--- src/rtl/hcw_pkg.sv ---
// hcw_pkg: shared widths, constants and helper functions of the color-wheel pixel block
// depends on nothing; every rtl file imports it
package hcw_pkg;

    localparam int MAX_DIM       = 4096;
    localparam int PERCENT_SCALE = 100;
    localparam int CHANNEL_MAX   = 255;

    // field and register widths
    localparam int COORD_W = 12;
    localparam int DIM_W   = 13;
    localparam int PCT_W   = 7;
    localparam int OFF_W   = 9;
    localparam int CH_W    = 8;

    // register indexes
    localparam logic [2:0] REG_FRAME_WIDTH     = 3'd0;
    localparam logic [2:0] REG_FRAME_HEIGHT    = 3'd1;
    localparam logic [2:0] REG_HOLD_BRIGHTNESS = 3'd2;
    localparam logic [2:0] REG_SATURATION_PCT  = 3'd3;
    localparam logic [2:0] REG_BRIGHTNESS_PCT  = 3'd4;
    localparam logic [2:0] REG_HUE_OFFSET      = 3'd5;

    // geometry
    localparam int HALF_W  = $clog2(MAX_DIM / 2 + 1);
    localparam int SCALE_W = HALF_W;
    localparam int DELTA_W = ((COORD_W > HALF_W) ? COORD_W : HALF_W) + 1;
    localparam int D2_W    = 2 * (DELTA_W - 1) + 1;
    localparam int D2P_W   = D2_W + (D2_W % 2);

    // q1.16 ratios
    localparam int Q16_W   = 17;
    localparam int ONE_Q16 = 65536;

    // radius: digit-by-digit square root, then restoring divide
    localparam int SQ_STEPS  = D2P_W / 2 + 16;
    localparam int ROOT_W    = SQ_STEPS;
    localparam int REM_W     = ROOT_W + 2;
    localparam int DIV_STEPS = 16;

    // cordic angle in 2^-16 degree
    localparam int CORDIC_STEPS = 16;
    localparam int CX_W = DELTA_W + 19;
    localparam int Z_W  = 27;
    localparam int ARC_TABLE [CORDIC_STEPS] = '{
        2949120, 1740967, 919879, 466945, 234379, 117304, 58666, 29335,
        14668, 7334, 3667, 1833, 917, 458, 229, 115
    };
    localparam int HALF_TURN_Z = 180 * 65536;

    // hue in q9.8 degree
    localparam int H_W       = Z_W - 8 + 1;
    localparam int TURN_Q8   = 360 * 256;
    localparam int SECTOR_Q8 = 60 * 256;
    localparam int HUE_W     = 17;
    localparam int REMQ_W    = 14;
    // floor(n / 15) = (n * F_RECIP) >> F_SHIFT for n below 2^20
    localparam int F_SHIFT   = 24;
    localparam int F_RECIP   = (2 ** F_SHIFT + 14) / 15;
    localparam int F_RECIP_W = 21;
    localparam int FN_W      = REMQ_W + 6;

    // pipeline latencies, counted from the input register
    localparam int LAT_RADIUS = 1 + SQ_STEPS + DIV_STEPS;
    localparam int LAT_HUE    = 1 + CORDIC_STEPS + 3;
    localparam int HUE_DELAY  = LAT_RADIUS - LAT_HUE;

    // percent to q1.16 through a reciprocal
    localparam longint PCT_RECIP   = ((64'd1 << 32) + PERCENT_SCALE - 1) / PERCENT_SCALE;
    localparam int     PCT_RECIP_W = $clog2(PCT_RECIP + 1);
    localparam int     PCT_N_W     = PCT_W + 16;

    typedef struct packed {
        logic             hold;
        logic [Q16_W-1:0] s_fix;
        logic [Q16_W-1:0] v_fix;
    } hcw_hsv_cfg_t;

    function automatic logic [Q16_W-1:0] pct_to_q16(input logic [PCT_W-1:0] pct);
        logic [PCT_W-1:0]                 p;
        logic [PCT_N_W-1:0]               n;
        logic [PCT_N_W+PCT_RECIP_W-1:0]   prod;
        p    = (32'(pct) > PERCENT_SCALE) ? PCT_W'(PERCENT_SCALE) : pct;
        n    = {p, 16'b0};
        prod = (PCT_N_W + PCT_RECIP_W)'(n) * (PCT_N_W + PCT_RECIP_W)'(PCT_RECIP);
        return prod[32 +: Q16_W];
    endfunction

    function automatic logic [CH_W-1:0] to_channel(input logic [Q16_W-1:0] c);
        logic [Q16_W+CH_W-1:0] m;
        logic [CH_W:0]         r;
        m = {c, 8'b0} - (Q16_W + CH_W)'(c);
        r = m[Q16_W+CH_W-1:16];
        return (32'(r) > CHANNEL_MAX) ? CH_W'(CHANNEL_MAX) : r[CH_W-1:0];
    endfunction

endpackage

--- src/rtl/hcw_hsv_unit.sv ---
// hcw_hsv_unit: two multiply stages of hsv to rgb, channel select and scaling
// depends on hcw_pkg
module hcw_hsv_unit import hcw_pkg::*; (
    input  logic              aclk,
    input  logic              aresetn,
    input  logic              en,
    input  logic              valid_in,
    input  logic [2:0]        sector,
    input  logic [15:0]       frac,
    input  logic [Q16_W-1:0]  ratio,
    input  hcw_hsv_cfg_t      cfg,
    output logic              valid_out,
    output logic [CH_W-1:0]   red,
    output logic [CH_W-1:0]   green,
    output logic [CH_W-1:0]   blue
);

    logic [Q16_W-1:0] s, v, nf, ns;
    assign s  = cfg.hold ? ratio : cfg.s_fix;
    assign v  = cfg.hold ? cfg.v_fix : ratio;
    assign nf = Q16_W'(ONE_Q16) - Q16_W'(frac);
    assign ns = Q16_W'(ONE_Q16) - s;

    logic [2*Q16_W-1:0] sf_reg, snf_reg, pp_reg;
    logic [Q16_W-1:0]   v1_reg;
    logic [2:0]         sec1_reg;
    logic               val1_reg;

    always_ff @(posedge aclk) begin
        if (!aresetn) begin
            val1_reg <= 1'b0;
        end else if (en) begin
            val1_reg <= valid_in;
        end
    end

    always_ff @(posedge aclk) begin
        if (en) begin
            sf_reg   <= (2*Q16_W)'(s) * (2*Q16_W)'(frac);
            snf_reg  <= (2*Q16_W)'(s) * (2*Q16_W)'(nf);
            pp_reg   <= (2*Q16_W)'(v) * (2*Q16_W)'(ns);
            v1_reg   <= v;
            sec1_reg <= sector;
        end
    end

    logic [Q16_W-1:0] aq, at;
    assign aq = Q16_W'(ONE_Q16) - sf_reg[16 +: Q16_W];
    assign at = Q16_W'(ONE_Q16) - snf_reg[16 +: Q16_W];

    logic [2*Q16_W-1:0] qp_reg, tp_reg;
    logic [Q16_W-1:0]   p2_reg, v2_reg;
    logic [2:0]         sec2_reg;
    logic               val2_reg;

    always_ff @(posedge aclk) begin
        if (!aresetn) begin
            val2_reg <= 1'b0;
        end else if (en) begin
            val2_reg <= val1_reg;
        end
    end

    always_ff @(posedge aclk) begin
        if (en) begin
            qp_reg   <= (2*Q16_W)'(v1_reg) * (2*Q16_W)'(aq);
            tp_reg   <= (2*Q16_W)'(v1_reg) * (2*Q16_W)'(at);
            p2_reg   <= pp_reg[16 +: Q16_W];
            v2_reg   <= v1_reg;
            sec2_reg <= sec1_reg;
        end
    end

    logic [Q16_W-1:0] q, t, r, g, b;
    assign q = qp_reg[16 +: Q16_W];
    assign t = tp_reg[16 +: Q16_W];

    always_comb begin
        case (sec2_reg)
            3'd0: begin
                r = v2_reg; g = t;      b = p2_reg;
            end
            3'd1: begin
                r = q;      g = v2_reg; b = p2_reg;
            end
            3'd2: begin
                r = p2_reg; g = v2_reg; b = t;
            end
            3'd3: begin
                r = p2_reg; g = q;      b = v2_reg;
            end
            3'd4: begin
                r = t;      g = p2_reg; b = v2_reg;
            end
            default: begin
                r = v2_reg; g = p2_reg; b = q;
            end
        endcase
    end

    assign valid_out = val2_reg;
    assign red       = to_channel(r);
    assign green     = to_channel(g);
    assign blue      = to_channel(b);

endmodule

--- config.mk ---
export PLATFORM = sky130hd
export DESIGN_NAME = hcw_hsv_unit
export DESIGN_NICKNAME = d
export VERILOG_FILES = /design/src/rtl/hcw_pkg.sv /design/src/rtl/hcw_hsv_unit.sv
export SDC_FILE = /design/constraint.sdc
export NUM_CORES = 2
export LEC_CHECK = 0
export BUFFER_PORTS_ARGS = -buffer_cell sky130_fd_sc_hd__buf_2
export CAP_MARGIN = 20
export CORE_UTILIZATION = 50
export DETAILED_ROUTE_END_ITERATION = 8
export HOLD_SLACK_MARGIN = 0.15
export PLACE_DENSITY = 0.7
export SETUP_SLACK_MARGIN = 0.1
export SLEW_MARGIN = 0
export SYNTH_ARGS = -nofsm -noshare
export SYNTH_HDL_FRONTEND = slang
export SYNTH_SLANG_ARGS = --single-unit
--- constraint.sdc ---
create_clock -name aclk -period 14.9 [get_ports aclk]
set_input_delay 2.98 -clock aclk [delete_from_list [all_inputs] [get_ports aclk]]
set_output_delay 2.98 -clock aclk [all_outputs]
set_load 0.01 [all_outputs]
==> flow_summary.json <==
{
  "placed_cells": 7279,
  "coreArea_um2": 104000,
  "start_util_pct": 50.7,
  "setup_violations": 0,
  "rr_startpoint": "snf_reg[16]",
  "clockBufferDepth": 2,
  "reg2reg_depth": 29,
  "hold_viol_final": 0,
  "area_growth_pct": 5.10,
  "regArea_um2": 4300,
  "wl_per_cell_um": 19.1,
  "synth_area_leaders": "fa_1 (41%), ha_1 (13%), inv_1 (10%), edfxtp_1 (8.1%), nand2_1 (7.1%)",
  "worstSkewPairLatency_ns": 0.47,
  "grt_use_total_pct": 27.1,
  "finalMaxSlewViolations": 0,
  "timing.slew.headroom_pct": 23.0,
  "num_rows": 118,
  "period_minus_slack_ns": 11.76,
  "min_from": "pp_reg[23]",
  "first_iter_violations": 3095,
  "skew_ns": 0.0174,
  "syn_area_um2": 52700,
  "yosys.area.top_type_share_pct": 41.5,
  "ctsHoldBuffers": 0,
  "ys.flop_type": "edfxtp_1",
  "finalCritPeriodShare_pct": 78.9,
  "synth-seq-area-share_pct": 8.17,
  "nets": 7626,
  "place.detailed.hpwl_um": 109000,
  "rsz0062_at_grt": "false",
  "cts.htree.levels": 4,
  "r2r_end": "tp_reg[31]",
  "postRouteAntennaNets": 0,
  "rrSetupSlack_ns": 5.80,
  "cts_resized": 0,
  "ys_ff_latch": 144,
  "grt_pass1_wl_um": 226000,
  "clock_sinks": 144,
  "firstDrtPassIters": 6,
  "multi_input_area_um2": 42200,
  "drc": 0,
  "grt_pass1_vias": 42150,
  "path_class": "in2reg",
  "antenna_found_initial": 2,
  "worstMarginPinSlew_ns": 1.12,
  "end_kind": "flop",
  "setup.worst_path.start": "cfg[34]",
  "postSynthAreaPerCell_um2": 8.84,
  "cap_viol_max_count": 0,
  "timing.fmax_mhz": 85.0,
  "ios": 100,
  "synth_common_cells": "inv_1 (1411), fa_1 (1091), nand2_1 (997), ha_1 (541), and2_1 (322)",
  "die_x_um": 327,
  "cp_max_fo": 39,
  "die_h_um": 327,
  "crit_path_start_kind": "input pin",
  "grt_start_max_net_pins": 79,
  "drive_above_1_share_pct": 4.80,
  "portBuffers": 99,
  "grt_overflow": 0,
  "cts_root_buffer": "clkbuf_16",
  "synthArstFlopShare_pct": 0,
  "arrival_ns": 11.96,
  "synth_cell_types": 76,
  "finalNonFillerCells": 7314,
  "path_clk_slew_ns": 0.08,
  "synth_most_common_cell": "inv_1",
  "cts_tree": "built",
  "synth_warnings": 0,
  "dieArea_um2": 107000,
  "cts_setup_buffers": 0,
  "synth_largest_area_cell": "fa_1",
  "hold_path.class": "reg2reg",
  "gp_congestion": 0.940,
  "wirelength_um": 140000,
  "hold_path_depth": 0,
  "finalSetupTns_ns": 0,
  "syn_nets": 7664,
  "via_count": 39968,
  "status": "finished, final reports clean",
  "via_per_inst": 5.46,
  "netlist_instances": 5957,
  "synth_edf_count": 142,
  "num-fill-cells": 9534,
  "cts_made_buffers": 17,
  "required_ns": 15.10,
  "hold_end": "p2_reg[7]"
}
cell usage in the layout, fill, tap and decap left out, types with 22 or more instances in the layout:
cell type  count
xnor2_1      124
a211oi_1      22
a21o_1        55
o21ai_0       72
nand2_1      997
mux2_2        33
a21oi_1      101
nor2_1       304
nand3_1       42
edfxtp_1     142
ha_1         541
buf_2         98
fa_1        1091
and2_1       322
mux2i_1       70
xor2_1        43
inv_1       1411
nor3_1        55
nand2b_1      24
buf_4         86
metal layers:
| metal | up-vias | wire length [µm] | GRT usage, % |
|---|---|---|---|
| li1 | 17736 | - | - |
| met1 | 20151 | 57200 | 36.4 |
| met2 | 1776 | 65600 | 44.6 |
| met3 | 305 | 12200 | 4.14 |
| met4 | 0 | 4900 | 9.66 |
| met5 | - | 0 | 0 |
through the flow:
step / util, % / setup WS (ns) / hold WS, ns / instance area, µm²
final: 53.3 / 3.14 / 0.404 / 55400
after global routing: 53.3 / 2.68 / 0.422 / 55400
after CTS: 53.2 / 3.28 / 0.415 / 55300
after detailed placement: 52.6 / 2.74 / 0.407 / 54700
after global placement: 52.6 / 3.06 / 0.401 / 54700
after floorplan: - / 4.33 / 0.400 / 52700
how the worst max path moves through the flow:
| stage | to | slack, ns | depth (start not counted) |
|---|---|---|---|
| finish | pp_reg[31] | 3.14 | 26 |
| global route | pp_reg[31] | 2.68 | 26 |
| CTS | pp_reg[31] | 3.28 | 26 |
| detailed placement | pp_reg[31] | 2.74 | 26 |
| global placement | pp_reg[31] | 3.06 | 26 |
| floorplan | pp_reg[31] | 4.33 | 30 |
logic make-up (layout without fill, tap and decap cells):
group / count (synthesis) / after routing / synth area share, %
xor+xnor: 185 / 185 / 3.09
compound gates: 378 / 378 / 4.69
other cells: 0 / 2 / 0
fa+ha+maj: 1632 / 1632 / 54.3
buf+inv: 1661 / 1636 / 11.9
flops: 144 / 144 / 8.17
simple gates: 1853 / 1853 / 15.7
mux: 104 / 104 / 2.06
critical path, stage by stage:
cell and delay, ns:
buf_2 0.25, buf_4 0.56, mux2i_1 0.99, nand3_1 0.18, nor3_1 0.33, nand3_1 0.22
nor2_1 0.44, nand3_1 0.21, xnor2_1 0.69, nand2_1 0.17, fa_1 0.59, fa_1 0.43
fa_1 0.51, fa_1 0.42, fa_1 0.46, fa_1 0.49, inv_1 0.05, ha_1 0.31
a21o_1 0.16, a211oi_1 0.22, o21a_1 0.17, a21oi_1 0.14, or3_1 0.40, a31oi_1 0.27
o21ai_0 0.13, xor2_1 0.15
layout make-up:
type                       count  share of cell area, %
antenna                        2                0.00904
timing repair buffer         186                   2.08
multi-input combinational   4152                   76.3
clock buffer                  17                  0.769
inverter                    1418                   9.62
tap                         1380                   3.12
sequential                   144                   7.78
clock inverter                15                  0.357
Power is left out: the tool's default activity adds up to more than one toggle a clock period on the data nets, which glitch-free logic cannot reach.
