## config.mk

```make
export PLATFORM = sky130hd
export DESIGN_NAME = hcw_hue_unit
export DESIGN_NICKNAME = d
export VERILOG_FILES = /design/src/rtl/hcw_pkg.sv /design/src/rtl/hcw_hue_unit.sv
export SDC_FILE = /design/constraint.sdc
export NUM_CORES = 2
export LEC_CHECK = 0
export BUFFER_PORTS_ARGS = -buffer_cell sky130_fd_sc_hd__buf_2
export CORE_ASPECT_RATIO = 0.9
export CORE_UTILIZATION = 40
export DETAILED_ROUTE_END_ITERATION = 10
export GPL_ROUTABILITY_DRIVEN = 0
export SYNTH_ARGS = -nofsm -noshare
export SYNTH_HDL_FRONTEND = slang
export SYNTH_SLANG_ARGS = --single-unit
export TNS_END_PERCENT = 5
```

## constraint.sdc

```tcl
create_clock -name aclk -period 8.66 [get_ports aclk]
set_input_delay 1.299 -clock aclk [delete_from_list [all_inputs] [get_ports aclk]]
set_output_delay 1.299 -clock aclk [all_outputs]
set_load 0.05 [all_outputs]
```

## src/rtl/hcw_pkg.sv

```systemverilog
// hcw_pkg: shared widths, constants and helper functions of the color-wheel pixel block
// depends on nothing; every rtl file imports it
package hcw_pkg;

    localparam int MAX_DIM       = 4096;
    localparam int PERCENT_SCALE = 100;
    localparam int CHANNEL_MAX   = 255;

    // field and register widths
    localparam int COORD_W = 12;
    localparam int DIM_W   = 13;
    localparam int PCT_W   = 7;
    localparam int OFF_W   = 9;
    localparam int CH_W    = 8;

    // register indexes
    localparam logic [2:0] REG_FRAME_WIDTH     = 3'd0;
    localparam logic [2:0] REG_FRAME_HEIGHT    = 3'd1;
    localparam logic [2:0] REG_HOLD_BRIGHTNESS = 3'd2;
    localparam logic [2:0] REG_SATURATION_PCT  = 3'd3;
    localparam logic [2:0] REG_BRIGHTNESS_PCT  = 3'd4;
    localparam logic [2:0] REG_HUE_OFFSET      = 3'd5;

    // geometry
    localparam int HALF_W  = $clog2(MAX_DIM / 2 + 1);
    localparam int SCALE_W = HALF_W;
    localparam int DELTA_W = ((COORD_W > HALF_W) ? COORD_W : HALF_W) + 1;
    localparam int D2_W    = 2 * (DELTA_W - 1) + 1;
    localparam int D2P_W   = D2_W + (D2_W % 2);

    // q1.16 ratios
    localparam int Q16_W   = 17;
    localparam int ONE_Q16 = 65536;

    // radius: digit-by-digit square root, then restoring divide
    localparam int SQ_STEPS  = D2P_W / 2 + 16;
    localparam int ROOT_W    = SQ_STEPS;
    localparam int REM_W     = ROOT_W + 2;
    localparam int DIV_STEPS = 16;

    // cordic angle in 2^-16 degree
    localparam int CORDIC_STEPS = 16;
    localparam int CX_W = DELTA_W + 19;
    localparam int Z_W  = 27;
    localparam int ARC_TABLE [CORDIC_STEPS] = '{
        2949120, 1740967, 919879, 466945, 234379, 117304, 58666, 29335,
        14668, 7334, 3667, 1833, 917, 458, 229, 115
    };
    localparam int HALF_TURN_Z = 180 * 65536;

    // hue in q9.8 degree
    localparam int H_W       = Z_W - 8 + 1;
    localparam int TURN_Q8   = 360 * 256;
    localparam int SECTOR_Q8 = 60 * 256;
    localparam int HUE_W     = 17;
    localparam int REMQ_W    = 14;
    // floor(n / 15) = (n * F_RECIP) >> F_SHIFT for n below 2^20
    localparam int F_SHIFT   = 24;
    localparam int F_RECIP   = (2 ** F_SHIFT + 14) / 15;
    localparam int F_RECIP_W = 21;
    localparam int FN_W      = REMQ_W + 6;

    // pipeline latencies, counted from the input register
    localparam int LAT_RADIUS = 1 + SQ_STEPS + DIV_STEPS;
    localparam int LAT_HUE    = 1 + CORDIC_STEPS + 3;
    localparam int HUE_DELAY  = LAT_RADIUS - LAT_HUE;

    // percent to q1.16 through a reciprocal
    localparam longint PCT_RECIP   = ((64'd1 << 32) + PERCENT_SCALE - 1) / PERCENT_SCALE;
    localparam int     PCT_RECIP_W = $clog2(PCT_RECIP + 1);
    localparam int     PCT_N_W     = PCT_W + 16;

    typedef struct packed {
        logic             hold;
        logic [Q16_W-1:0] s_fix;
        logic [Q16_W-1:0] v_fix;
    } hcw_hsv_cfg_t;

    function automatic logic [Q16_W-1:0] pct_to_q16(input logic [PCT_W-1:0] pct);
        logic [PCT_W-1:0]                 p;
        logic [PCT_N_W-1:0]               n;
        logic [PCT_N_W+PCT_RECIP_W-1:0]   prod;
        p    = (32'(pct) > PERCENT_SCALE) ? PCT_W'(PERCENT_SCALE) : pct;
        n    = {p, 16'b0};
        prod = (PCT_N_W + PCT_RECIP_W)'(n) * (PCT_N_W + PCT_RECIP_W)'(PCT_RECIP);
        return prod[32 +: Q16_W];
    endfunction

    function automatic logic [CH_W-1:0] to_channel(input logic [Q16_W-1:0] c);
        logic [Q16_W+CH_W-1:0] m;
        logic [CH_W:0]         r;
        m = {c, 8'b0} - (Q16_W + CH_W)'(c);
        r = m[Q16_W+CH_W-1:16];
        return (32'(r) > CHANNEL_MAX) ? CH_W'(CHANNEL_MAX) : r[CH_W-1:0];
    endfunction

endpackage

```

## src/rtl/hcw_hue_unit.sv

```systemverilog
// hcw_hue_unit: pipelined cordic angle, hue offset and wrap, sector split and fraction
// depends on hcw_pkg
module hcw_hue_unit import hcw_pkg::*; (
    input  logic                     aclk,
    input  logic                     en,
    input  logic signed [DELTA_W-1:0] dx,
    input  logic signed [DELTA_W-1:0] dy,
    input  logic        [OFF_W-1:0]  hue_offset,
    output logic        [2:0]        sector,
    output logic        [15:0]       frac
);

    logic signed [CX_W-1:0] x_reg [0:CORDIC_STEPS];
    logic signed [CX_W-1:0] y_reg [0:CORDIC_STEPS];
    logic signed [Z_W-1:0]  z_reg [0:CORDIC_STEPS];
    logic                   zero_reg [0:CORDIC_STEPS];

    logic signed [CX_W-1:0] x0, y0;
    assign x0 = CX_W'(dy) <<< 16;
    assign y0 = CX_W'(dx) <<< 16;

    // left half plane: rotate by half a turn first
    always_ff @(posedge aclk) begin
        if (en) begin
            zero_reg[0] <= (dx == '0) && (dy == '0);
            if (dy < 0) begin
                x_reg[0] <= -x0;
                y_reg[0] <= -y0;
                z_reg[0] <= (dx >= 0) ? Z_W'(HALF_TURN_Z) : -Z_W'(HALF_TURN_Z);
            end else begin
                x_reg[0] <= x0;
                y_reg[0] <= y0;
                z_reg[0] <= '0;
            end
        end
    end

    for (genvar i = 0; i < CORDIC_STEPS; i++) begin : g_cordic
        always_ff @(posedge aclk) begin
            if (en) begin
                zero_reg[i+1] <= zero_reg[i];
                if (y_reg[i] > 0) begin
                    x_reg[i+1] <= x_reg[i] + (y_reg[i] >>> i);
                    y_reg[i+1] <= y_reg[i] - (x_reg[i] >>> i);
                    z_reg[i+1] <= z_reg[i] + Z_W'(ARC_TABLE[i]);
                end else begin
                    x_reg[i+1] <= x_reg[i] - (y_reg[i] >>> i);
                    y_reg[i+1] <= y_reg[i] + (x_reg[i] >>> i);
                    z_reg[i+1] <= z_reg[i] - Z_W'(ARC_TABLE[i]);
                end
            end
        end
    end

    // round to q9.8, add offset, wrap into one turn
    logic signed [Z_W-1:0] z_round;
    logic signed [H_W-1:0] ang, off_q8, h_sum;
    logic [HUE_W-1:0]      hue_next, hue_reg;

    assign z_round = z_reg[CORDIC_STEPS] + Z_W'(128);
    assign ang     = zero_reg[CORDIC_STEPS] ? '0 : H_W'($signed(z_round[Z_W-1:8]));
    assign off_q8  = H_W'($signed(hue_offset)) <<< 8;
    assign h_sum   = ang + off_q8;

    always_comb begin
        if (h_sum < -TURN_Q8) begin
            hue_next = HUE_W'(h_sum + 2 * TURN_Q8);
        end else if (h_sum < 0) begin
            hue_next = HUE_W'(h_sum + TURN_Q8);
        end else if (h_sum < TURN_Q8) begin
            hue_next = HUE_W'(h_sum);
        end else begin
            hue_next = HUE_W'(h_sum - TURN_Q8);
        end
    end

    always_ff @(posedge aclk) begin
        if (en) begin
            hue_reg <= hue_next;
        end
    end

    // sector and remainder
    logic [2:0]       sec_next, sec1_reg, sec2_reg;
    logic [HUE_W-1:0] base;
    logic [REMQ_W-1:0] rem_reg;

    always_comb begin
        if (32'(hue_reg) >= 5 * SECTOR_Q8) begin
            sec_next = 3'd5;
        end else if (32'(hue_reg) >= 4 * SECTOR_Q8) begin
            sec_next = 3'd4;
        end else if (32'(hue_reg) >= 3 * SECTOR_Q8) begin
            sec_next = 3'd3;
        end else if (32'(hue_reg) >= 2 * SECTOR_Q8) begin
            sec_next = 3'd2;
        end else if (32'(hue_reg) >= SECTOR_Q8) begin
            sec_next = 3'd1;
        end else begin
            sec_next = 3'd0;
        end
        base = HUE_W'(32'(sec_next) * SECTOR_Q8);
    end

    logic [HUE_W-1:0] rem_full;
    assign rem_full = hue_reg - base;

    always_ff @(posedge aclk) begin
        if (en) begin
            sec1_reg <= sec_next;
            rem_reg  <= rem_full[REMQ_W-1:0];
        end
    end

    // frac = rem * 64 / 15 by reciprocal
    logic [FN_W+F_RECIP_W-1:0] fprod_reg;

    always_ff @(posedge aclk) begin
        if (en) begin
            sec2_reg  <= sec1_reg;
            fprod_reg <= (FN_W + F_RECIP_W)'({rem_reg, 6'b0})
                       * (FN_W + F_RECIP_W)'(F_RECIP);
        end
    end

    assign sector = sec2_reg;
    assign frac   = fprod_reg[F_SHIFT +: 16];

endmodule

```

==> run_results.csv <==
group,metric,value,unit
global_routing,use_met3,2.698,%
sta,period_minus_slack,7902,ps
routing,remaining_drc_errors,0,
sta,layout_setup_ws,757.8,ps
routing,drt_iter0_drc,7455,
critical_path,cpMaxStageDelayCell,"nor4_1",
floorplan,rows,179,
cts,root_buffer,"clkbuf_16",
synth,async_flop_share,0,%
sta,max_freq,126.5,MHz
floorplan,core-area,264100,µm²
critical_path,endpoint_kind,"flip-flop",
floorplan,fp.dieArea,267400,µm²
min_path,hp-class,"flip-flop to flip-flop",
sta,setup_viol,0,
critical_path,crit_fanout,19,
synth,yosysWarnings,0,
layout,fin_nets,12350,
critical_path,critical_path_required,9230,ps
placement,postPlaceCellArea,110700,µm²
synth,synth-seq-cells,1271,
synth,synth-main-ff-cell,"edfxtp_1",
cts,cts_hold_buf,0,
cts,post_cts_buffers,0,
global_routing,busiest_layer,"met2",
synth,synth_top_area_cell,"edfxtp_1",
sta,fin_worst_skew,46.84,ps
critical_path,rrSetupSlack,760,ps
critical_path,cp-start-kind,"flip-flop",
placement,pre_cts_ws,764.9,ps
floorplan,floorplan.initialDensity,40.19,%
synth,syn_nets,12260,
synth,synth_edf_count,1271,
critical_path,crit_family,"simple AND/OR/NAND/NOR gates",
layout,drive_gt1_share,4.562,%
sta,rsz0062_at_grt,"no",
placement,hpwl,211200,µm
floorplan,die_y,490.7,µm
cts,h-tree-depth,4,
outcome,status,"finished, final reports clean",
floorplan,chipWidth,545.0,µm
synth,synth_area_leaders,"edfxtp_1, ha_1, xnor2_1, xor2_1, a21oi_1",
global_routing,grt_pass1_wl,424600,µm
layout,final_area,115600,µm²
synth,synth_cell_types,90,
cts,clk_pin_slew,60,ps
layout,final_cell_mix,"edfxtp_1, ha_1, xnor2_1, a21oi_1, nor2_1",
global_routing,grt_pass1_vias,78740,
placement,portBuffers,55,
global_routing,groute.usage.overall,19.49,%
cts,clock_sinks,1271,
global_routing,use_met1,27.98,%
routing,vias,82970,
synth,netlist.area_leader.share,35.96,%
floorplan,io_pins,56,
critical_path,path_cells,"inv_1, ha_1, nand2b_1, nor4_1, nand2_1, nor4_2, nand3_1, ha_1, nand2b_1, clkinv_1, nor2_1, xnor2_1, ha_1, o21ai_0, o21bai_1, a2111oi_0, o21ai_0, a21oi_1, nor3_1, a221oi_1, o2111ai_1, a2111oi_0, nor3_1",
routing,ant_nets,0,
sta,maxSlewHeadroom,17.29,%
layout,largest_register_ffs,430,
cts,post_cts_resized,0,
cts,clockBufferDepth,4,
synth,netlist_instances,10910,
critical_path,critPathArrivalTime,8470,ps
critical_path,crit_path_max_incr_delay,730,ps
synth,ys_seq_area_share,35.96,%
synth,avgSynthCellArea,9.729,µm²
synth,synthesis.area,106100,µm²
cts,cts_buffers,155,
global_routing,grt_antenna_before_repair,6,
critical_path,path_buf_inv,2,
routing,routedWlPerCell,18.39,µm
sta,period_share,91.25,%
global_routing,grtUsageMet2,30.85,%
cts,cts_tree,"yes",
sta,hold_ws,414.5,ps
global_routing,grt_remaining_overflow,0,
global_routing,grt_max_degree,172,
sta,tightest_slew,1228,ps
sta,drv_slew,0,
routing,post_drt_via_cell_ratio,5.664,
routing,wirelength,269300,µm
critical_path,cp_common_cell,"ha_1",
sta,fin_setup_tns,0,ps
critical_path,crit_type,"flip-flop to flip-flop",
layout,syn2layout_area_growth,8.933,%
sta,hold_violations,0,
cts,clk_latency,840,ps
layout,final_common_cell,"edfxtp_1",
job,maxCapViolations,0,
routing,first_pass_iters,8,
## per-layer routing
layer / vias to the layer above / share of wire (%) / routed length, µm
met4: 2 / 2.1 / 5546
met3: 355 / 6.2 / 16740
met2: 2260 / 44 / 119000
met1: 39560 / 48 / 128100
li1: 40790 / - / -
met5: - / 0.0048 / 13
## worst register-to-register path, stage by stage (launching register included)
cell,delay [ps]
edfxtp_1,560
inv_1,150
ha_1,250
nand2b_1,120
nor4_1,730
nand2_1,320
nor4_2,590
nand3_1,150
ha_1,280
nand2b_1,530
clkinv_1,450
nor2_1,120
xnor2_1,170
ha_1,350
o21ai_0,140
o21bai_1,130
a2111oi_0,490
o21ai_0,290
a21oi_1,290
nor3_1,150
a221oi_1,600
o2111ai_1,270
a2111oi_0,420
nor3_1,90
## area by class of cell
class / instances / area (µm²)
Antenna cell: 5 / 12.51
Clock buffer: 180 / 4079
Clock inverter: 86 / 830.8
Fill cell: 24910 / 148400
Inverter: 508 / 1907
Multi-Input combinational cell: 8952 / 65420
Sequential cell: 1271 / 38170
Tap cell: 3529 / 4415
Timing Repair Buffer: 116 / 773.2
## cell families (layout without fill, tap and decap cells)
group	Yosys count	after routing	share of synthesized area, %
fa+ha+maj	1313	1313	15.88
mux	79	79	0.7887
simple gates	2918	2918	13.44
other cells	0	5	0
xor+xnor	1556	1556	12.85
flops	1271	1271	35.96
buf+inv	685	890	2.436
compound gates	3086	3086	18.64
## final timing paths
check                           cells after the start            to   startpoint
worst max-delay path                               23  x_reg[6][31]  y_reg[5][6]
worst min-delay path                                0    rem_reg[6]   hue_reg[6]
worst max register to register                     23  x_reg[6][31]  y_reg[5][6]
worst min register to register                      0    rem_reg[6]   hue_reg[6]
## cells in the mapped netlist (all sizes together) (24+ instances only)
library cell and count:
o21bai 129, o21ai 581, a211o 32, nand2b 161
and2 67, xnor2 992, and3 113, nor2b 127
edfxtp 1271, xor2 564, fa 56, inv 504
nor3b 31, mux2 27, a41oi 24, nor4 94
a211oi 97, a21oi 953, mux2i 52, o31ai 168
or2 70, o21a 157, nand4 51, nand2 640
a31oi 105, a31o 25, a2111oi 40, or3 115
or4 55, nor3 285, clkbuf 155, o41ai 77
nand3 192, nor2 841, a21boi 48, o211ai 62
ha 1257, a21o 381
## stage by stage
stage | util, % | cells
2_1_floorplan | - | 10910
3_3_place_gp | 41.91 | 14380
3_5_place_dp | 41.91 | 14380
4_1_cts | 43.77 | 14640
5_1_grt | 43.78 | 14650
6_report | 43.78 | 14650
Power is left out: the tool's default activity adds up to more than one toggle a clock period on the data nets, which glitch-free logic cannot reach.
