`src/rtl/hcw_pkg.sv`:
```
// hcw_pkg: shared widths, constants and helper functions of the color-wheel pixel block
// depends on nothing; every rtl file imports it
package hcw_pkg;

    localparam int MAX_DIM       = 4096;
    localparam int PERCENT_SCALE = 100;
    localparam int CHANNEL_MAX   = 255;

    // field and register widths
    localparam int COORD_W = 12;
    localparam int DIM_W   = 13;
    localparam int PCT_W   = 7;
    localparam int OFF_W   = 9;
    localparam int CH_W    = 8;

    // register indexes
    localparam logic [2:0] REG_FRAME_WIDTH     = 3'd0;
    localparam logic [2:0] REG_FRAME_HEIGHT    = 3'd1;
    localparam logic [2:0] REG_HOLD_BRIGHTNESS = 3'd2;
    localparam logic [2:0] REG_SATURATION_PCT  = 3'd3;
    localparam logic [2:0] REG_BRIGHTNESS_PCT  = 3'd4;
    localparam logic [2:0] REG_HUE_OFFSET      = 3'd5;

    // geometry
    localparam int HALF_W  = $clog2(MAX_DIM / 2 + 1);
    localparam int SCALE_W = HALF_W;
    localparam int DELTA_W = ((COORD_W > HALF_W) ? COORD_W : HALF_W) + 1;
    localparam int D2_W    = 2 * (DELTA_W - 1) + 1;
    localparam int D2P_W   = D2_W + (D2_W % 2);

    // q1.16 ratios
    localparam int Q16_W   = 17;
    localparam int ONE_Q16 = 65536;

    // radius: digit-by-digit square root, then restoring divide
    localparam int SQ_STEPS  = D2P_W / 2 + 16;
    localparam int ROOT_W    = SQ_STEPS;
    localparam int REM_W     = ROOT_W + 2;
    localparam int DIV_STEPS = 16;

    // cordic angle in 2^-16 degree
    localparam int CORDIC_STEPS = 16;
    localparam int CX_W = DELTA_W + 19;
    localparam int Z_W  = 27;
    localparam int ARC_TABLE [CORDIC_STEPS] = '{
        2949120, 1740967, 919879, 466945, 234379, 117304, 58666, 29335,
        14668, 7334, 3667, 1833, 917, 458, 229, 115
    };
    localparam int HALF_TURN_Z = 180 * 65536;

    // hue in q9.8 degree
    localparam int H_W       = Z_W - 8 + 1;
    localparam int TURN_Q8   = 360 * 256;
    localparam int SECTOR_Q8 = 60 * 256;
    localparam int HUE_W     = 17;
    localparam int REMQ_W    = 14;
    // floor(n / 15) = (n * F_RECIP) >> F_SHIFT for n below 2^20
    localparam int F_SHIFT   = 24;
    localparam int F_RECIP   = (2 ** F_SHIFT + 14) / 15;
    localparam int F_RECIP_W = 21;
    localparam int FN_W      = REMQ_W + 6;

    // pipeline latencies, counted from the input register
    localparam int LAT_RADIUS = 1 + SQ_STEPS + DIV_STEPS;
    localparam int LAT_HUE    = 1 + CORDIC_STEPS + 3;
    localparam int HUE_DELAY  = LAT_RADIUS - LAT_HUE;

    // percent to q1.16 through a reciprocal
    localparam longint PCT_RECIP   = ((64'd1 << 32) + PERCENT_SCALE - 1) / PERCENT_SCALE;
    localparam int     PCT_RECIP_W = $clog2(PCT_RECIP + 1);
    localparam int     PCT_N_W     = PCT_W + 16;

    typedef struct packed {
        logic             hold;
        logic [Q16_W-1:0] s_fix;
        logic [Q16_W-1:0] v_fix;
    } hcw_hsv_cfg_t;

    function automatic logic [Q16_W-1:0] pct_to_q16(input logic [PCT_W-1:0] pct);
        logic [PCT_W-1:0]                 p;
        logic [PCT_N_W-1:0]               n;
        logic [PCT_N_W+PCT_RECIP_W-1:0]   prod;
        p    = (32'(pct) > PERCENT_SCALE) ? PCT_W'(PERCENT_SCALE) : pct;
        n    = {p, 16'b0};
        prod = (PCT_N_W + PCT_RECIP_W)'(n) * (PCT_N_W + PCT_RECIP_W)'(PCT_RECIP);
        return prod[32 +: Q16_W];
    endfunction

    function automatic logic [CH_W-1:0] to_channel(input logic [Q16_W-1:0] c);
        logic [Q16_W+CH_W-1:0] m;
        logic [CH_W:0]         r;
        m = {c, 8'b0} - (Q16_W + CH_W)'(c);
        r = m[Q16_W+CH_W-1:16];
        return (32'(r) > CHANNEL_MAX) ? CH_W'(CHANNEL_MAX) : r[CH_W-1:0];
    endfunction

endpackage

```
`src/rtl/hcw_radius_unit.sv`:
```
// hcw_radius_unit: squared distance, pipelined square root and divide by the scale
// depends on hcw_pkg
module hcw_radius_unit import hcw_pkg::*; (
    input  logic                      aclk,
    input  logic                      aresetn,
    input  logic                      en,
    input  logic                      valid_in,
    input  logic signed [DELTA_W-1:0] dx,
    input  logic signed [DELTA_W-1:0] dy,
    input  logic        [SCALE_W-1:0] scale,
    output logic                      valid_out,
    output logic        [Q16_W-1:0]   ratio
);

    logic [D2P_W-1:0]  d2_reg   [0:SQ_STEPS];
    logic [REM_W-1:0]  rem_reg  [0:SQ_STEPS];
    logic [ROOT_W-1:0] root_reg [0:SQ_STEPS];
    logic              sv_reg   [0:SQ_STEPS];

    logic signed [2*DELTA_W-1:0] sqx, sqy;
    assign sqx = dx * dx;
    assign sqy = dy * dy;

    always_ff @(posedge aclk) begin
        if (!aresetn) begin
            sv_reg[0] <= 1'b0;
        end else if (en) begin
            sv_reg[0] <= valid_in;
        end
    end

    always_ff @(posedge aclk) begin
        if (en) begin
            d2_reg[0]   <= D2P_W'(unsigned'(sqx)) + D2P_W'(unsigned'(sqy));
            rem_reg[0]  <= '0;
            root_reg[0] <= '0;
        end
    end

    // square root of d2 * 2^32, one result bit per stage
    for (genvar k = 0; k < SQ_STEPS; k++) begin : g_sqrt
        logic [1:0]       pair;
        logic [REM_W-1:0] rem_sh, trial;
        if (2 * k + 1 < D2P_W) begin : g_data
            assign pair = d2_reg[k][D2P_W-1-2*k -: 2];
        end else begin : g_zero
            assign pair = 2'b00;
        end
        assign rem_sh = {rem_reg[k][REM_W-3:0], pair};
        assign trial  = {root_reg[k], 2'b01};

        always_ff @(posedge aclk) begin
            if (!aresetn) begin
                sv_reg[k+1] <= 1'b0;
            end else if (en) begin
                sv_reg[k+1] <= sv_reg[k];
            end
        end

        always_ff @(posedge aclk) begin
            if (en) begin
                d2_reg[k+1] <= d2_reg[k];
                if (rem_sh >= trial) begin
                    rem_reg[k+1]  <= rem_sh - trial;
                    root_reg[k+1] <= {root_reg[k][ROOT_W-2:0], 1'b1};
                end else begin
                    rem_reg[k+1]  <= rem_sh;
                    root_reg[k+1] <= {root_reg[k][ROOT_W-2:0], 1'b0};
                end
            end
        end
    end

    // restoring divide of the root by the scale, saturated at one
    logic [ROOT_W-1:0] dr_reg  [1:DIV_STEPS];
    logic [15:0]       q_reg   [1:DIV_STEPS];
    logic              sat_reg [1:DIV_STEPS];
    logic              dv_reg  [1:DIV_STEPS];

    for (genvar j = 0; j < DIV_STEPS; j++) begin : g_div
        logic [ROOT_W-1:0] dr_src, cmp;
        logic [15:0]       q_src;
        logic              sat_src, v_src;
        if (j == 0) begin : g_first
            assign dr_src  = root_reg[SQ_STEPS];
            assign q_src   = '0;
            assign sat_src = root_reg[SQ_STEPS] >= (ROOT_W'(scale) << 16);
            assign v_src   = sv_reg[SQ_STEPS];
        end else begin : g_next
            assign dr_src  = dr_reg[j];
            assign q_src   = q_reg[j];
            assign sat_src = sat_reg[j];
            assign v_src   = dv_reg[j];
        end
        assign cmp = ROOT_W'(scale) << (DIV_STEPS - 1 - j);

        always_ff @(posedge aclk) begin
            if (!aresetn) begin
                dv_reg[j+1] <= 1'b0;
            end else if (en) begin
                dv_reg[j+1] <= v_src;
            end
        end

        always_ff @(posedge aclk) begin
            if (en) begin
                sat_reg[j+1] <= sat_src;
                if (dr_src >= cmp) begin
                    dr_reg[j+1] <= dr_src - cmp;
                    q_reg[j+1]  <= {q_src[14:0], 1'b1};
                end else begin
                    dr_reg[j+1] <= dr_src;
                    q_reg[j+1]  <= {q_src[14:0], 1'b0};
                end
            end
        end
    end

    assign valid_out = dv_reg[DIV_STEPS];
    assign ratio     = sat_reg[DIV_STEPS] ? Q16_W'(ONE_Q16) : {1'b0, q_reg[DIV_STEPS]};

endmodule

```
`config.mk`:
```
export PLATFORM = sky130hd
export DESIGN_NAME = hcw_radius_unit
export DESIGN_NICKNAME = d
export VERILOG_FILES = /design/src/rtl/hcw_pkg.sv /design/src/rtl/hcw_radius_unit.sv
export SDC_FILE = /design/constraint.sdc
export NUM_CORES = 2
export LEC_CHECK = 0
export BUFFER_PORTS_ARGS = -buffer_cell sky130_fd_sc_hd__buf_2
export CORE_ASPECT_RATIO = 2
export CORE_UTILIZATION = 33
export CTS_CLUSTER_SIZE = 20
export DETAILED_ROUTE_END_ITERATION = 12
export PLACE_DENSITY = 0.44
export SYNTH_ARGS = -nofsm -noshare
export SYNTH_HDL_FRONTEND = slang
export SYNTH_SLANG_ARGS = --single-unit
export TNS_END_PERCENT = 30
```
`constraint.sdc`:
```
create_clock -name aclk -period 8.1 [get_ports aclk]
set_input_delay 0.81 -clock aclk [delete_from_list [all_inputs] [get_ports aclk]]
set_output_delay 0.81 -clock aclk [all_outputs]
set_load 0.005 [all_outputs]
```
==> qor.log <==
[drt] DR vias 74,182
[layout] flip-flop count of the largest register after layout 770
[drt] initial DRC count 3,120
[drt] number of nets with antenna violations after detailed routing 0
[placed_design] Post-Place Worst Slack 0.3875 ns
[run_status] result of the run finished clean
[placed_design] Port Buffers 59
[drt] count of TritonRoute iterations in the first routing pass 5
[placed_design] final RePlAce weighted congestion 0.8918
[timing] Final Cycle Share 83.69%
[logic_synthesis] fraction of the yosys area taken by sequential cells 52.36%
[logic_synthesis] number of flops mapped to enable cells by yosys 2,003
[critical_path] Critical R2R Launch rem_reg[1][311]
[placed_design] area of placed instances 121,400 sq um
[cts] number of setup buffers added after CTS 0
[floorplan] IO Count 60
[hold_path] Min-Delay Startpoint valid_in
[cts] total CTS buffers 208
[logic_synthesis] number of warnings printed during yosys synthesis 0
[cts] CTS Sinks 2,005
[critical_path] type of element capturing the critical path flop
[cts] post_cts resized 0
[logic_synthesis] cell area after synthesis 114,900 sq um
[job] reported max-cap violation count 0
[timing] RSZ-0062 raised after global routing no
[critical_path] startpoint of the worst setup timing path dy[1]
[global_route] first-pass GRT wire length 496,200 um
[timing] Fin. Hold Viols 0
[layout] fill cell instance count of the final layout 33,978
[placed_design] HPWL reported at the end of detailed placement 273,100 um
[drt] sum of routed wire length over all layers 342,500 um
[drt] routed via count divided by cell count 4.994
[layout] final non-filler cell area 128,300 sq um
[timing] Worst Setup Slack, final 1.321 ns
[pwr] P per Cell Area 393.4 nW/um^2
[layout] flip-flop and latch area 60,190 sq um
[timing] actual transition at the worst max-transition pin 1.344 ns
[global_route] GR Util All Layers 19.42%
[global_route] pin count of the biggest net entering global routing 168
[critical_path] Required @ worst endpoint 8.75 ns
[critical_path] kind of start point of the critical path primary input
[layout] Nets 11,200
[critical_path] Crit Path Category in2reg
[logic_synthesis] cell taking the most area after synthesis sky130_fd_sc_hd__edfxtp_1
[floorplan] FP Rows 306
[timing] final setup fails 0
[timing] setup tns final 0 ns
[logic_synthesis] leading register cell type out of synthesis sky130_fd_sc_hd__edfxtp_1
[drt] residual DRC count 0
[placed_design] placed cells 14,450
[logic_synthesis] Synthesized Nets 11,019
[timing] clock skew 0.09295 ns
[logic_synthesis] mean area per synthesized cell 11.66 sq um
[layout] post-synthesis to final-layout area growth 11.60%
[timing] Peak Freq 0.1475 GHz
[layout] Final Non-Filler Cells 14,854
[floorplan] Starting Density 33.14%
[drt] Routed wire per std cell 23.06 um
[critical_path] worst reg2reg setup slack 2.86 ns
[logic_synthesis] instance count of the mapped netlist 9,859
[timing] fin crit period 6.779 ns
[hold_path] worst min path class in2reg
[logic_synthesis] dominant cells by area after synthesis sky130_fd_sc_hd__edfxtp_1, sky130_fd_sc_hd__ha_1, sky130_fd_sc_hd__fa_1, sky130_fd_sc_hd__inv_1, sky130_fd_sc_hd__xnor2_1
[layout] share of layout cells above drive strength 1 6.624%
[floorplan] CORE AREA 346,900 sq um
[layout] most common library cell in the layout ignoring fill and taps sky130_fd_sc_hd__edfxtp_1
[critical_path] maximum fanout count along the critical path 18
[timing] Max Slew Vio Count 0
[pwr] Max IR drop VDD 3763 uV
[layout] area of the multi-input gates 49,870 sq um
[cts] count of H-tree levels built during CTS 4
[global_route] initial antenna violation count 17
[cts] Clock Pin Slew Worst Setup and Hold Paths 0.07 ns
[logic_synthesis] post-synthesis register bit count 2,005
[global_route] global route total overflow 0
[floorplan] width of the die 419.3 um
[floorplan] die area 350,800 sq um
[cts] Clock Latency Late Sink 0.93 ns
[cts] hold buffer count at cts 0
[pwr] static leakage power 0.05071 uW
[timing] remaining max-slew budget at the tightest pin 9.391%
[cts] Clock Path Buffers 4
[critical_path] worst endpoint data arrival time 7.43 ns
[logic_synthesis] share of async-settable or async-resettable flops after synthesis 0%
[logic_synthesis] synth unique cells 88
[logic_synthesis] fraction of synthesized cell area taken by the top area cell type 52.33%
[floorplan] die boundary height 836.6 um
[global_route] number of global-route vias before repair 81,330
[cts] cell at the root of the clock tree sky130_fd_sc_hd__clkbuf_16
[cts] TritonCTS clock tree done
[layout] most frequent cells in the layout sky130_fd_sc_hd__edfxtp_1, sky130_fd_sc_hd__inv_1, sky130_fd_sc_hd__ha_1, sky130_fd_sc_hd__nand2_1, sky130_fd_sc_hd__nor2_1
## cells in the mapped netlist (16+ instances only)
| cell | count |
|---|---|
| sky130_fd_sc_hd__nor3_1 | 204 |
| sky130_fd_sc_hd__xor2_1 | 406 |
| sky130_fd_sc_hd__edfxtp_1 | 2003 |
| sky130_fd_sc_hd__a211oi_1 | 45 |
| sky130_fd_sc_hd__a211o_1 | 18 |
| sky130_fd_sc_hd__nor4_1 | 123 |
| sky130_fd_sc_hd__or3_1 | 91 |
| sky130_fd_sc_hd__ha_1 | 753 |
| sky130_fd_sc_hd__xnor2_1 | 468 |
| sky130_fd_sc_hd__fa_1 | 365 |
| sky130_fd_sc_hd__inv_1 | 1104 |
| sky130_fd_sc_hd__nand4b_1 | 19 |
| sky130_fd_sc_hd__a21boi_1 | 17 |
| sky130_fd_sc_hd__a21o_1 | 209 |
| sky130_fd_sc_hd__a31oi_1 | 35 |
| sky130_fd_sc_hd__a21boi_0 | 34 |
| sky130_fd_sc_hd__and3_1 | 77 |
| sky130_fd_sc_hd__a2111oi_0 | 16 |
| sky130_fd_sc_hd__o21a_1 | 87 |
| sky130_fd_sc_hd__o211ai_1 | 16 |
| sky130_fd_sc_hd__o31ai_1 | 52 |
| sky130_fd_sc_hd__o21ai_0 | 443 |
| sky130_fd_sc_hd__nor2_1 | 612 |
| sky130_fd_sc_hd__nor4b_1 | 27 |
| sky130_fd_sc_hd__a21oi_1 | 508 |
| sky130_fd_sc_hd__or4_1 | 68 |
| sky130_fd_sc_hd__nand4_1 | 73 |
| sky130_fd_sc_hd__nor2b_1 | 139 |
| sky130_fd_sc_hd__clkbuf_1 | 207 |
| sky130_fd_sc_hd__nand2_1 | 736 |
| sky130_fd_sc_hd__mux2i_1 | 35 |
| sky130_fd_sc_hd__nand3b_1 | 21 |
| sky130_fd_sc_hd__mux2_2 | 86 |
| sky130_fd_sc_hd__o21bai_1 | 55 |
| sky130_fd_sc_hd__and2_1 | 107 |
| sky130_fd_sc_hd__o21ai_1 | 91 |
| sky130_fd_sc_hd__nand3_1 | 112 |
| sky130_fd_sc_hd__or2_2 | 37 |
| sky130_fd_sc_hd__nand2b_1 | 152 |
## layer usage
metal	vias up	wire length (um)	track usage (%)
li1	35296	-	-
met1	36854	81110	12.02
met2	1221	220800	44.52
met3	809	7337	1.892
met4	2	33230	16.02
met5	-	8	0
## cell type report
cell class | count | share of cell area (%)
timing repair buffer | 187 | 1.079
clock inverter | 134 | 1.114
sequential | 2005 | 46.92
clock buffer | 242 | 4.190
inverter | 1114 | 3.260
multi-input combinational | 6524 | 38.88
tap | 4620 | 4.506
antenna | 28 | 0.05462
## worst paths after layout
check / to / depth (start not counted)
min reg2reg: root_reg[1][159] / 0
max reg2reg: rem_reg[1][365] / 15
min: sv_reg[0][0] / 2
max: d2_reg[0][25] / 26
## where the power goes
part	leakage (uW)	total, uW	internal, uW	switching, uW
Combinational	0.0283	24600	9850	14800
Sequential	0.0190	15900	14600	1320
Clock	0.00332	9960	5620	4340
## logic make-up (layout without fill, tap and decap cells)
logic type / after synthesis / after routing / synth area share, %
AND/OR/NAND/NOR: 2658 / 2658 / 11.53
flip-flops: 2005 / 2005 / 52.36
AO/OA/AOI/OAI: 1739 / 1739 / 9.260
buffers and inverters: 1330 / 1677 / 4.348
adder cells (fa/ha/maj): 1118 / 1118 / 14.55
XOR/XNOR: 874 / 874 / 6.660
multiplexers: 135 / 135 / 1.285
other: 0 / 28 / 0
## metrics by stage
stage	hold slack, ns	total power [uW]	utilization [%]
floorplan	0.4003	30810	-
global placement	0.4004	41340	35.00
detailed placement	0.4045	41260	35.00
CTS	0.1280	51550	36.96
global route	0.1757	53830	36.98
finish	0.2293	50460	36.98
## worst max-delay path, stage by stage
cell	delay, ns
sky130_fd_sc_hd__buf_2	0.38
sky130_fd_sc_hd__and2_1	0.25
sky130_fd_sc_hd__fa_1	0.46
sky130_fd_sc_hd__fa_1	0.51
sky130_fd_sc_hd__fa_1	0.54
sky130_fd_sc_hd__inv_1	0.06
sky130_fd_sc_hd__fa_1	0.53
sky130_fd_sc_hd__inv_1	0.05
sky130_fd_sc_hd__fa_1	0.45
sky130_fd_sc_hd__fa_1	0.49
sky130_fd_sc_hd__inv_1	0.05
sky130_fd_sc_hd__fa_1	0.48
sky130_fd_sc_hd__inv_1	0.04
sky130_fd_sc_hd__ha_1	0.32
sky130_fd_sc_hd__o21ai_0	0.23
sky130_fd_sc_hd__nand2b_1	0.08
sky130_fd_sc_hd__a21oi_1	0.25
sky130_fd_sc_hd__o31ai_1	0.14
sky130_fd_sc_hd__buf_4	0.19
sky130_fd_sc_hd__a21boi_0	0.16
sky130_fd_sc_hd__buf_4	0.14
sky130_fd_sc_hd__a21oi_1	0.08
sky130_fd_sc_hd__a211oi_1	0.34
sky130_fd_sc_hd__o21bai_1	0.10
sky130_fd_sc_hd__a21oi_1	0.17
sky130_fd_sc_hd__xnor2_1	0.08
No activity file was read; power rests on OpenSTA's default activity.
